$ cat src/sv/pdcs_pkg.sv
// shared widths, register indexes, thresholds and pipeline types for the diffusion cell step
`default_nettype none

package pdcs_pkg;

    localparam int VAL_W  = 24;  // Q12.12 pressure
    localparam int MAG_W  = 23;  // saturated magnitude
    localparam int GRAD_W = 25;  // neighbour difference
    localparam int LAP_W  = 27;  // sum of four differences
    localparam int COEF_W = 15;
    localparam int DEC_W  = 17;
    localparam int PROD_W = 43;  // coef * lap
    localparam int T_W    = 44;  // here * 2^16 + coef * lap
    localparam int P_W    = 62;  // t * decay
    localparam int ROUND_SHIFT = 32;
    localparam int RND_W  = P_W - ROUND_SHIFT + 1;

    localparam int CFG_IDX_W  = 2;
    localparam int CFG_DATA_W = 32;

    localparam logic [CFG_IDX_W-1:0] CFG_COEF  = 2'd0;
    localparam logic [CFG_IDX_W-1:0] CFG_DECAY = 2'd1;
    localparam logic [CFG_IDX_W-1:0] CFG_FLOOR = 2'd2;

    localparam logic [DEC_W-1:0] DECAY_RESET = 17'd65536;

    // |r| * 500 < 4096 flushes, i.e. |r| < 9
    localparam logic [MAG_W-1:0] FLUSH_MIN  = 23'd9;
    // |r| * 50 > 4096, i.e. |r| >= 82
    localparam logic [MAG_W-1:0] ACTIVE_MIN = 23'd82;

    localparam logic [MAG_W-1:0] MAG_MAX = {MAG_W{1'b1}};
    localparam logic [P_W:0] ROUND_HALF = (P_W+1)'(1) << (ROUND_SHIFT - 1);

    // side information that rides along with every beat
    typedef struct packed {
        logic signed [GRAD_W-1:0] grad_x;
        logic signed [GRAD_W-1:0] grad_z;
        logic                     kill;
        logic                     chunk_end;
    } t_carry;

endpackage

`default_nettype wire

$ cat src/sv/pressure_diffusion_cell_step.sv
// Pressure diffusion cell step: one cell of a 5-point Jacobi diffusion sweep per beat.
// The block takes one cell per clock while the output is not stalled; the seven register
// stages (stencil, Laplacian sum, coefficient multiply, add, decay multiply,
// round/saturate, flush and peak) each hold one beat, so a cell can enter on every clock
// and a stalled output only backs up the stages that are full. The running chunk peak is
// kept at the last stage in arrival order.
// Configuration writes are always taken; the registers are read as a beat enters the
// first, third and fifth stages, so write them only while no beat is in flight.
`default_nettype none

module pressure_diffusion_cell_step (
    input  wire logic                                  i_clk,
    input  wire logic                                  i_rst_n,

    input  wire logic                                  i_cfg_valid,
    output logic                                       o_cfg_ready,
    input  wire logic [pdcs_pkg::CFG_IDX_W-1:0]        i_cfg_index,
    input  wire logic [pdcs_pkg::CFG_DATA_W-1:0]       i_cfg_data,

    input  wire logic                                  i_valid,
    output logic                                       o_stall,
    input  wire logic signed [pdcs_pkg::VAL_W-1:0]     i_here_value,
    input  wire logic                                  i_here_wall,
    input  wire logic signed [pdcs_pkg::VAL_W-1:0]     i_east_value,
    input  wire logic signed [pdcs_pkg::VAL_W-1:0]     i_west_value,
    input  wire logic signed [pdcs_pkg::VAL_W-1:0]     i_north_value,
    input  wire logic signed [pdcs_pkg::VAL_W-1:0]     i_south_value,
    input  wire logic                                  i_east_wall,
    input  wire logic                                  i_west_wall,
    input  wire logic                                  i_north_wall,
    input  wire logic                                  i_south_wall,
    input  wire logic                                  i_chunk_quiet,
    input  wire logic                                  i_chunk_end,

    output logic                                       o_valid,
    input  wire logic                                  i_stall,
    output logic signed [pdcs_pkg::VAL_W-1:0]          o_new_value,
    output logic                                       o_active,
    output logic signed [pdcs_pkg::GRAD_W-1:0]         o_grad_x_diff,
    output logic signed [pdcs_pkg::GRAD_W-1:0]         o_grad_z_diff,
    output logic [pdcs_pkg::MAG_W-1:0]                 o_chunk_peak,
    output logic                                       o_chunk_touched,
    output logic                                       o_chunk_done
);

    localparam int NSTG = 7;
    localparam int NDIR = 4;

    // configuration
    logic [pdcs_pkg::COEF_W-1:0] r_coef;
    logic [pdcs_pkg::DEC_W-1:0]  r_decay;
    logic [pdcs_pkg::MAG_W-1:0]  r_floor;

    assign o_cfg_ready = 1'b1;

    always_ff @(posedge i_clk) begin
        if (!i_rst_n) begin
            r_coef  <= '0;
            r_decay <= pdcs_pkg::DECAY_RESET;
            r_floor <= '0;
        end else if (i_cfg_valid && o_cfg_ready) begin
            unique case (i_cfg_index)
                pdcs_pkg::CFG_COEF:  r_coef  <= i_cfg_data[pdcs_pkg::COEF_W-1:0];
                pdcs_pkg::CFG_DECAY: r_decay <= i_cfg_data[pdcs_pkg::DEC_W-1:0];
                pdcs_pkg::CFG_FLOOR: r_floor <= i_cfg_data[pdcs_pkg::MAG_W-1:0];
                default: ;
            endcase
        end
    end

    // valid bits and per-stage advance
    logic [NSTG-1:0] r_vld;
    logic [NSTG-1:0] w_adv;
    logic [NSTG-1:0] n_vld;

    always_comb begin
        w_adv[NSTG-1] = !r_vld[NSTG-1] || !i_stall;
        for (int k = NSTG - 2; k >= 0; k--) begin
            w_adv[k] = !r_vld[k] || w_adv[k+1];
        end
        n_vld[0] = w_adv[0] ? i_valid : r_vld[0];
        for (int k = 1; k < NSTG; k++) begin
            n_vld[k] = w_adv[k] ? r_vld[k-1] : r_vld[k];
        end
    end

    always_ff @(posedge i_clk) begin
        if (!i_rst_n) begin
            r_vld <= '0;
        end else begin
            r_vld <= n_vld;
        end
    end

    assign o_stall = !w_adv[0];
    assign o_valid = r_vld[NSTG-1];

    // stage 1: effective neighbours, propagation test, gradients
    logic signed [pdcs_pkg::VAL_W-1:0]  w_nb [NDIR];
    logic        [NDIR-1:0]             w_nwall;
    logic signed [pdcs_pkg::VAL_W-1:0]  w_nv [NDIR];
    logic        [pdcs_pkg::VAL_W-1:0]  w_nmag [NDIR];
    logic signed [pdcs_pkg::GRAD_W-1:0] w_diff [NDIR];
    pdcs_pkg::t_carry                   w_c0;

    assign w_nb[0] = i_east_value;
    assign w_nb[1] = i_west_value;
    assign w_nb[2] = i_north_value;
    assign w_nb[3] = i_south_value;
    assign w_nwall = {i_south_wall, i_north_wall, i_west_wall, i_east_wall};

    always_comb begin
        for (int d = 0; d < NDIR; d++) begin
            w_nv[d]   = w_nwall[d] ? i_here_value : w_nb[d];
            w_nmag[d] = w_nv[d][pdcs_pkg::VAL_W-1] ? (~w_nv[d] + 1'b1) : w_nv[d];
            if (w_nwall[d] || (w_nmag[d] < {1'b0, r_floor})) begin
                w_diff[d] = '0;
            end else begin
                w_diff[d] = pdcs_pkg::GRAD_W'(w_nv[d]) - pdcs_pkg::GRAD_W'(i_here_value);
            end
        end
        w_c0.kill      = i_here_wall || i_chunk_quiet;
        w_c0.chunk_end = i_chunk_end;
        if (w_c0.kill) begin
            w_c0.grad_x = '0;
            w_c0.grad_z = '0;
        end else begin
            w_c0.grad_x = pdcs_pkg::GRAD_W'(w_nv[0]) - pdcs_pkg::GRAD_W'(w_nv[1]);
            w_c0.grad_z = pdcs_pkg::GRAD_W'(w_nv[2]) - pdcs_pkg::GRAD_W'(w_nv[3]);
        end
    end

    logic signed [pdcs_pkg::GRAD_W-1:0] r_diff [NDIR];
    logic signed [pdcs_pkg::VAL_W-1:0]  r_here1, r_here2, r_here3;
    pdcs_pkg::t_carry                   r_c1, r_c2, r_c3, r_c4, r_c5, r_c6;

    always_ff @(posedge i_clk) begin
        if (w_adv[0]) begin
            r_diff  <= w_diff;
            r_here1 <= i_here_value;
            r_c1    <= w_c0;
        end
    end

    // stage 2: laplacian
    logic signed [pdcs_pkg::LAP_W-1:0] r_lap;

    always_ff @(posedge i_clk) begin
        if (w_adv[1]) begin
            r_lap   <= pdcs_pkg::LAP_W'(r_diff[0]) + pdcs_pkg::LAP_W'(r_diff[1])
                     + pdcs_pkg::LAP_W'(r_diff[2]) + pdcs_pkg::LAP_W'(r_diff[3]);
            r_here2 <= r_here1;
            r_c2    <= r_c1;
        end
    end

    // stage 3: coef * lap
    logic signed [pdcs_pkg::PROD_W-1:0] w_prod;
    logic signed [pdcs_pkg::PROD_W-1:0] r_prod;

    assign w_prod = pdcs_pkg::PROD_W'(r_lap) * pdcs_pkg::PROD_W'($signed({1'b0, r_coef}));

    always_ff @(posedge i_clk) begin
        if (w_adv[2]) begin
            r_prod  <= w_prod;
            r_here3 <= r_here2;
            r_c3    <= r_c2;
        end
    end

    // stage 4: here * 2^16 + coef * lap
    logic signed [pdcs_pkg::T_W-1:0] w_t;
    logic signed [pdcs_pkg::T_W-1:0] r_t;

    assign w_t = $signed({{(pdcs_pkg::T_W - pdcs_pkg::VAL_W - 16){r_here3[pdcs_pkg::VAL_W-1]}},
                          r_here3, 16'b0}) + pdcs_pkg::T_W'(r_prod);

    always_ff @(posedge i_clk) begin
        if (w_adv[3]) begin
            r_t  <= w_t;
            r_c4 <= r_c3;
        end
    end

    // stage 5: decay
    logic signed [pdcs_pkg::P_W-1:0] w_p;
    logic signed [pdcs_pkg::P_W-1:0] r_p;

    assign w_p = pdcs_pkg::P_W'(r_t) * pdcs_pkg::P_W'($signed({1'b0, r_decay}));

    always_ff @(posedge i_clk) begin
        if (w_adv[4]) begin
            r_p  <= w_p;
            r_c5 <= r_c4;
        end
    end

    // stage 6: round and saturate
    logic [pdcs_pkg::MAG_W-1:0] w_mag;
    logic                       w_neg;
    logic [pdcs_pkg::MAG_W-1:0] r_mag;
    logic                       r_neg;

    pdcs_round u_round (
        .i_p   (r_p),
        .o_mag (w_mag),
        .o_neg (w_neg)
    );

    always_ff @(posedge i_clk) begin
        if (w_adv[5]) begin
            r_mag <= w_mag;
            r_neg <= w_neg;
            r_c6  <= r_c5;
        end
    end

    // stage 7: flush, activity flag, chunk peak
    logic [pdcs_pkg::MAG_W-1:0] r_peak;
    logic [pdcs_pkg::MAG_W-1:0] w_peak_cand;
    logic                       w_live;
    logic                       w_load_last;

    assign w_live      = !r_c6.kill;
    assign w_peak_cand = (w_live && (r_mag > r_peak)) ? r_mag : r_peak;
    assign w_load_last = r_vld[NSTG-2] && w_adv[NSTG-1];

    always_ff @(posedge i_clk) begin
        if (!i_rst_n) begin
            r_peak <= '0;
        end else if (w_load_last) begin
            r_peak <= r_c6.chunk_end ? '0 : w_peak_cand;
        end
    end

    always_ff @(posedge i_clk) begin
        if (w_adv[NSTG-1]) begin
            if (w_live && (r_mag >= pdcs_pkg::FLUSH_MIN)) begin
                o_new_value <= r_neg ? -$signed({1'b0, r_mag}) : $signed({1'b0, r_mag});
            end else begin
                o_new_value <= '0;
            end
            o_active        <= w_live && (r_mag >= pdcs_pkg::ACTIVE_MIN);
            o_grad_x_diff   <= r_c6.grad_x;
            o_grad_z_diff   <= r_c6.grad_z;
            o_chunk_peak    <= r_c6.chunk_end ? w_peak_cand : '0;
            o_chunk_touched <= r_c6.chunk_end && (w_peak_cand >= pdcs_pkg::ACTIVE_MIN);
            o_chunk_done    <= r_c6.chunk_end;
        end
    end

`ifndef SYNTHESIS
    a_peak_only_at_end: assert property (@(posedge i_clk) disable iff (!i_rst_n)
        (o_valid && !o_chunk_done) |-> (o_chunk_peak == '0 && !o_chunk_touched))
        else $error("chunk peak reported outside chunk end");

    a_active_not_flushed: assert property (@(posedge i_clk) disable iff (!i_rst_n)
        (o_valid && o_active) |-> (o_new_value != '0))
        else $error("active result was flushed");

    a_touched_peak: assert property (@(posedge i_clk) disable iff (!i_rst_n)
        (o_valid && o_chunk_touched) |-> (o_chunk_peak >= pdcs_pkg::ACTIVE_MIN))
        else $error("chunk touched with small peak");

    a_peak_cleared: assert property (@(posedge i_clk) disable iff (!i_rst_n)
        (w_load_last && r_c6.chunk_end) |=> (r_peak == '0))
        else $error("running peak not cleared after chunk end");
`endif

endmodule

`default_nettype wire

$ cat src/sv/pdcs_round.sv
// magnitude, round to nearest (ties away from zero) and saturation of the scaled product
`default_nettype none

module pdcs_round (
    input  wire logic signed [pdcs_pkg::P_W-1:0]   i_p,
    output logic             [pdcs_pkg::MAG_W-1:0] o_mag,
    output logic                                   o_neg
);

    logic [pdcs_pkg::P_W-1:0] w_abs;
    logic [pdcs_pkg::P_W:0]   w_sum;
    logic [pdcs_pkg::RND_W-1:0] w_rnd;

    assign o_neg = i_p[pdcs_pkg::P_W-1];
    assign w_abs = o_neg ? (~i_p + 1'b1) : i_p;
    assign w_sum = {1'b0, w_abs} + pdcs_pkg::ROUND_HALF;
    assign w_rnd = w_sum[pdcs_pkg::P_W:pdcs_pkg::ROUND_SHIFT];

    always_comb begin
        if (|w_rnd[pdcs_pkg::RND_W-1:pdcs_pkg::MAG_W]) begin
            o_mag = pdcs_pkg::MAG_MAX;
        end else begin
            o_mag = w_rnd[pdcs_pkg::MAG_W-1:0];
        end
    end

endmodule

`default_nettype wire
$ cat config.mk
export PLATFORM = sky130hd
export DESIGN_NAME = pressure_diffusion_cell_step
export DESIGN_NICKNAME = d
export VERILOG_FILES = /design/src/sv/pdcs_pkg.sv /design/src/sv/pressure_diffusion_cell_step.sv /design/src/sv/pdcs_round.sv
export SDC_FILE = /design/constraint.sdc
export NUM_CORES = 2
export LEC_CHECK = 0
export BUFFER_PORTS_ARGS = -buffer_cell sky130_fd_sc_hd__buf_2
export CELL_PAD_IN_SITES_DETAIL_PLACEMENT = 1
export CELL_PAD_IN_SITES_GLOBAL_PLACEMENT = 1
export CORE_UTILIZATION = 48
export CTS_BUF_LIST = sky130_fd_sc_hd__clkbuf_4
export CTS_CLUSTER_SIZE = 20
export DETAILED_ROUTE_END_ITERATION = 6
export MAX_ROUTING_LAYER = met4
export PLACE_DENSITY = 0.8
export RECOVER_POWER = 25
export SYNTH_ARGS = -nofsm -noshare
export SYNTH_HDL_FRONTEND = slang
export SYNTH_HIERARCHICAL = 1
export SYNTH_SLANG_ARGS = --single-unit
$ cat constraint.sdc
create_clock -name i_clk -period 6.85 [get_ports i_clk]
set_input_delay 1.37 -clock i_clk [delete_from_list [all_inputs] [get_ports i_clk]]
set_output_delay 1.37 -clock i_clk [all_outputs]
set_load 0.02 [all_outputs]
### After elaboration in Yosys (flattened, before gate mapping)

Cells that the tools add are included.
Widths: inputs -> output; s select.

* flip-flop bits (word level): 869
* bits of input ports: 166
* word-level logic and storage cells: 135

* add/sub/neg operators: 17
* $mul: 2
* magnitude comparators: 8
* equality and inequality tests: 2
* multiplexer cells: 12
* bitwise gates (word level): 5
* reductions and logical operators: 33

Operators with widths (count)
* $mux 24: 8
* $sub 24x24->25: 6
* $add 24x1->24 const B: 4
* $lt 24x23->1: 4
* $not 24->24: 4
* $mux 23: 3
* $add 62x32->63 const B: 1
* $add 62x1->62 const B: 1
* $mul 44x18->62: 1
* $mux 62: 1
* $not 62->62: 1
* $ge 23x7->1 const B: 2
* $add 40x43->44: 1
* $mul 27x16->43: 1
* $add 26x25->27: 1
* $add 27x25->27: 1
* $add 25x25->26: 1
* $neg 23->24: 1
* $ge 23x4->1 const B: 1
* $gt 23x23->1: 1
* $logic_or 1x1->1: 12
* $logic_not 1->1: 10
* $reduce_and 2->1: 4
* $reduce_or 8->1: 1
* other kinds (4): 8

### Longest topological paths before layout

* word-level depth: 9
* mapped depth: 26
* gate-level depth less buffers: 25

### Cells and area by module

The synthesis kept the hierarchy.

By module, submodules not included
* pressure_diffusion_cell_step: times used 1, cells each 8094, area each 83716.5 um^2, seq. area each 25244.2 um^2
* pdcs_round: times used 1, cells each 273, area each 1939.4 um^2, seq. area each 0.0 um^2

### Least setup slack after synthesis

OpenSTA, ideal clock, no wires.

* path kind: input port to output port
* start point: in i_stall
* end point: out o_stall
* data arrival time: 6.530 ns
* required time: 5.480 ns
* path slack: -1.050 ns
* cell stages on the path: 5
* buffers on the path: 0
* path through: and3_1 > and3_1 > and3_1 > nand2_1 > inv_1

* word-level cells in the longest chain between the ends: 9

RTL lines
* start, declared: RTL line pressure_diffusion_cell_step.sv:36 `input wire logic i_stall,`
* $logic_not 1->1: RTL line pressure_diffusion_cell_step.sv:77 `w_adv[NSTG-1] = !r_vld[NSTG-1] || !i_stall;`
* $logic_or 1x1->1: RTL line pressure_diffusion_cell_step.sv:77
* $logic_or 1x1->1 (6 in series): RTL line pressure_diffusion_cell_step.sv:79 `w_adv[k] = !r_vld[k] || w_adv[k+1];`
* $logic_not 1->1: RTL line pressure_diffusion_cell_step.sv:95 `assign o_stall = !w_adv[0];`
* end, declared: RTL line pressure_diffusion_cell_step.sv:21 `output logic o_stall,`

No other way between the ends.

### Worst setup path in the final report

* start point: reg r_t[11] (netlist name)
* end point: reg r_p[35] (netlist name), data pin

* word-level cells in the longest chain between the ends: 1

RTL lines
* start, declared: RTL line pressure_diffusion_cell_step.sv:173 `logic signed [pdcs_pkg::T_W-1:0] r_t;`
* start signal, assigned: RTL line pressure_diffusion_cell_step.sv:180 `r_t <= w_t;`
* $mul 44x18->62: RTL line pressure_diffusion_cell_step.sv:189 `assign w_p = pdcs_pkg::P_W'(r_t) * pdcs_pkg::P_W'($signed({1'b0, r_decay}));`
* via w_p (one bit): RTL line pressure_diffusion_cell_step.sv:186 `logic signed [pdcs_pkg::P_W-1:0] w_p;`
* end signal, assigned: RTL line pressure_diffusion_cell_step.sv:193 `r_p <= w_p;`
* end, declared: RTL line pressure_diffusion_cell_step.sv:187 `logic signed [pdcs_pkg::P_W-1:0] r_p;`

The timed path passes the listed nets, and every way through them passes these cells.
A chain may end at the register's enable or synchronous reset.

==> run_results.csv <==
group,metric,value,unit
logic_synthesis,yosysTopAreaCell,"edfxtp_1",
routing,routed_via_density,5.60,
setup_path,r2r-start,"r_t[11]$_DFFE_PP_",
power,p_sw_share,44.4,%
global_routing,grt.met2_usage,53.5,%
floorplan,die_area,180000,µm²
final_layout,finalInstanceArea,96500,µm²
logic_synthesis,ys.flop_type,"edfxtp_1",
logic_synthesis,synth_fp_nets,10200,
cts,clock_path_buffers,3,
final_layout,postLayoutCoreUtil,54.6,%
logic_synthesis,ys_ff_latch,869,
routing,wl_per_cell,23.9,µm
placed_design,place_ws,-241,ps
global_routing,grt_max_degree,96,
floorplan,dieHeight,424,µm
power,clock_power_share,15.8,%
sta,rsz0062_at_grt,"true",
global_routing,antenna_found_initial,18,
routing,ant_nets,0,
logic_synthesis,yosysWarnings,6,
sta,worst_pin_slew,3780,ps
logic_synthesis,synth.top_cell.area_share,27.5,%
sta,fin_crit,6880,ps
cts,cts_buffers,216,
power,p_int,0.0163,W
setup_path,worst-endpoint-required,7750,ps
sta,finClkSkew,118,ps
floorplan,placementRows,154,
setup_path,start_kind,"flop",
global_routing,grt_pass1_wl,407000,µm
global_routing,grt_util_met3,3.59,%
logic_synthesis,ys_async_sr_fraction,0,%
logic_synthesis,syn_area_per_cell,10.2,µm²
routing,drc,0,
placed_design,place_congestion,0.952,
global_routing,grt_overflow_total,0,
cts,cts_root_buf,"clkbuf_4",
logic_synthesis,seq_area_frac_synth,29.5,%
setup_path,arrival,7780,ps
cts,cts_hold_buf,0,
setup_path,worstPathMaxFanout,5,
setup_path,regToRegSetupSlack,-30,ps
cts,cts.reportedPaths.clkPinSlew,70,ps
power,vdd_drop_max,0.310,mV
global_routing,grt_use_total,30.2,%
floorplan,core,177000,µm²
setup_path,crit_start,"r_t[11]$_DFFE_PP_",
logic_synthesis,yosysUniqueCellTypes,103,
min_path,worstHoldPathCells,0,
setup_path,end_kind,"flop",
run,max-cap-violations,4,
sta,finalCritPeriodShare,100,%
sta,fin_ws,-33.9,ps
power,powerDensity,304,nW/µm²
cts,clock-sinks,869,
final_layout,num-fill-cells,19600,
power,switchingPower,0.0130,W
setup_path,crit_end,"r_p[35]$_DFFE_PP_",
logic_synthesis,synth-edff-count,784,
routing,drt_iter0_drc,4033,
placed_design,dp_hpwl,212000,µm
setup_path,worstRegToRegCells,23,
floorplan,start_util,48.5,%
power,p_total,0.0294,W
setup_path,worstReg2RegEnd,"r_p[35]$_DFFE_PP_",
cts,clk_latency,1260,ps
sta,timing.fmax,145,MHz
floorplan,io_pins,269,
cts,htree_num_levels,4,
placed_design,portBuffers,258,
floorplan,dieWidth,424,µm
cts,cts_tree,"built",
setup_path,criticalPathCategory,"reg2reg",
logic_synthesis,synth_area,85700,µm²
routing,drt_first_pass_iters,5,
final_layout,drive_gt1_share,14.4,%
final_layout,area_delta_synth_final,12.7,%
global_routing,met1_usage,34.3,%
power,p_seq_share,27.5,%
sta,setup_viol_count_final,4,
sta,hold_viol,0,
logic_synthesis,synthCells,8367,
run_status,failed_checks,"capacitance limit, slew limit, setup timing",
placed_design,placed_cell_area,91800,µm²
run_status,outcome,"finished, violations left",
final_layout,multi_input_comb_area,54500,µm²
routing,routed_wl,276000,µm
power,leakage,45.1,nW
sta,report.final.slew_viol_count,239,
global_routing,grt_pass1_vias,72000,
sta,slew_headroom,-152,%
routing,vias,64700,
final_layout,nets,10900,
final_layout,seq_area,25300,µm²
power,combPwrFrac,56.7,%
global_routing,grt.busiest_layer,"met2",
logic_synthesis,synth_area_leaders,"edfxtp_1 27%, fa_1 27%, ha_1 8.2%, inv_1 6.4%, nand2_1 4.2%",
min_path,hp-class,"reg2reg",
[final cells by class]
| cell class | count | area share (%) |
|---|---|---|
| diodes | 25 | 0.0648 |
| multi-input cells | 5740 | 56.5 |
| repair buffers | 712 | 5.50 |
| clock buffers | 332 | 2.58 |
| well taps | 2340 | 3.03 |
| flip-flops and latches | 869 | 26.2 |
| clock inverters | 66 | 0.433 |
| inverters | 1458 | 5.67 |
[cell usage after synthesis (94+ instances only)]
library cell / instances
a21oi_1: 293
nand3_1: 94
o21ai_0: 183
a21boi_0: 94
inv_1: 1455
xnor2_1: 262
nor2_1: 341
clkbuf_1: 259
fa_1: 1148
nor3_1: 107
ha_1: 562
edfxtp_1: 784
xor2_1: 129
nand2_1: 969
a21o_1: 130
and2_1: 532
[per-stage QoR]
stage,TNS (ps),instances,hold slack [ps]
6_report,-80.2,11500,350
5_1_grt,-2340,11500,221
4_1_cts,0,11500,240
3_5_place_dp,-2110,11000,405
3_3_place_gp,-133,11000,401
2_1_floorplan,0,8367,400
[cell families after synthesis]
kind of cell	share of synthesized area, %
XOR/XNOR	4.00
buffers and inverters	7.83
adder cells (fa/ha/maj)	35.0
other	0.00438
AND/OR/NAND/NOR	14.0
flip-flops	29.5
multiplexers	1.29
AO/OA/AOI/OAI	8.36
[placed cells by master (no fill, tap or decap), drive strengths merged, types with 43 or more instances in the layout]
master | synthesis | layout
o21a | 84 | 84
edfxtp | 784 | 784
nand2b | 86 | 86
nand2 | 988 | 988
mux2i | 73 | 73
nand3 | 95 | 95
fa | 1148 | 1148
nor3 | 112 | 112
nand4 | 45 | 45
xor2 | 129 | 129
a21boi | 96 | 96
o21ai | 190 | 190
ha | 562 | 562
a21oi | 295 | 295
a31oi | 51 | 51
nor2 | 341 | 341
clkbuf | 260 | 367
o31ai | 43 | 43
inv | 1458 | 1467
a21o | 130 | 130
clkinv | 0 | 55
and2 | 532 | 532
buf | 40 | 677
xnor2 | 262 | 262
nor2b | 46 | 46
dfxtp | 85 | 85
[worst min path at each step]
| stage | from | to | slack [ps] |
|---|---|---|---|
| floorplan | r_c6[27]$_DFFE_PP_ | o_grad_x_diff[0]$_DFFE_PN_ | 400 |
| global placement | r_prod[4]$_DFFE_PP_ | r_t[4]$_DFFE_PP_ | 400 |
| detailed placement | r_here2[6]$_DFFE_PP_ | r_here3[6]$_DFFE_PP_ | 410 |
| CTS | i_chunk_end | r_c1[0]$_DFFE_PN_ | 240 |
| global route | i_chunk_end | r_c1[0]$_DFFE_PN_ | 220 |
| finish | r_c6[15]$_DFFE_PP_ | o_grad_z_diff[13]$_DFFE_PN_ | 350 |
[critical path: stages (launching register included)]
cell      delay [ps]
edfxtp_1         520
and2_1           270
fa_1             590
inv_1             80
fa_1             520
fa_1             520
inv_1             70
fa_1             500
fa_1             510
inv_1             60
fa_1             480
inv_1             50
ha_1             310
a211oi_2         210
o21bai_1         110
a211oi_1         250
a21o_1           250
buf_4            160
o21ai_1          120
a211o_1          380
a31oi_2          190
o21ai_1          110
a21oi_1          190
xnor2_1          100
[repair_timing]
item                       CTS  global route
cloned                       2             5
gates resized for setup     41           197
setup buffers               19            61
setup endpoints to repair   27            36
pin swaps                   14           127
[metal layers]
metal  up-vias  part of all wire, %
met3       810                  4.8
li1      28400                    -
met5         -                    0
met1     33300                   38
met2      2174                   52
met4         0                  5.2
[flip-flops by register name, indices dropped and copies added (netlist names), 24 cells and up]
signal         flops
r_p               62
r_c1              52
o_grad_x_diff     25
r_lap             27
r_c4              52
r_c3              52
o_new_value       24
r_c6              52
r_c2              52
r_prod            43
r_t               44
o_grad_z_diff     25
r_diff           100
r_here2           24
r_here3           24
r_c5              52
r_here1           24
[power groups by stage]
stage	logic, W	clock network (W)	registers (W)
floorplan	0.00997	0	0.00774
global route	0.0182	0.00496	0.00813
finish	0.0167	0.00465	0.00807
global placement	0.0145	0	0.00818
CTS	0.0156	0.00473	0.00814
detailed placement	0.0153	0	0.00827
Note: power is estimated with default switching activity, not from simulation.
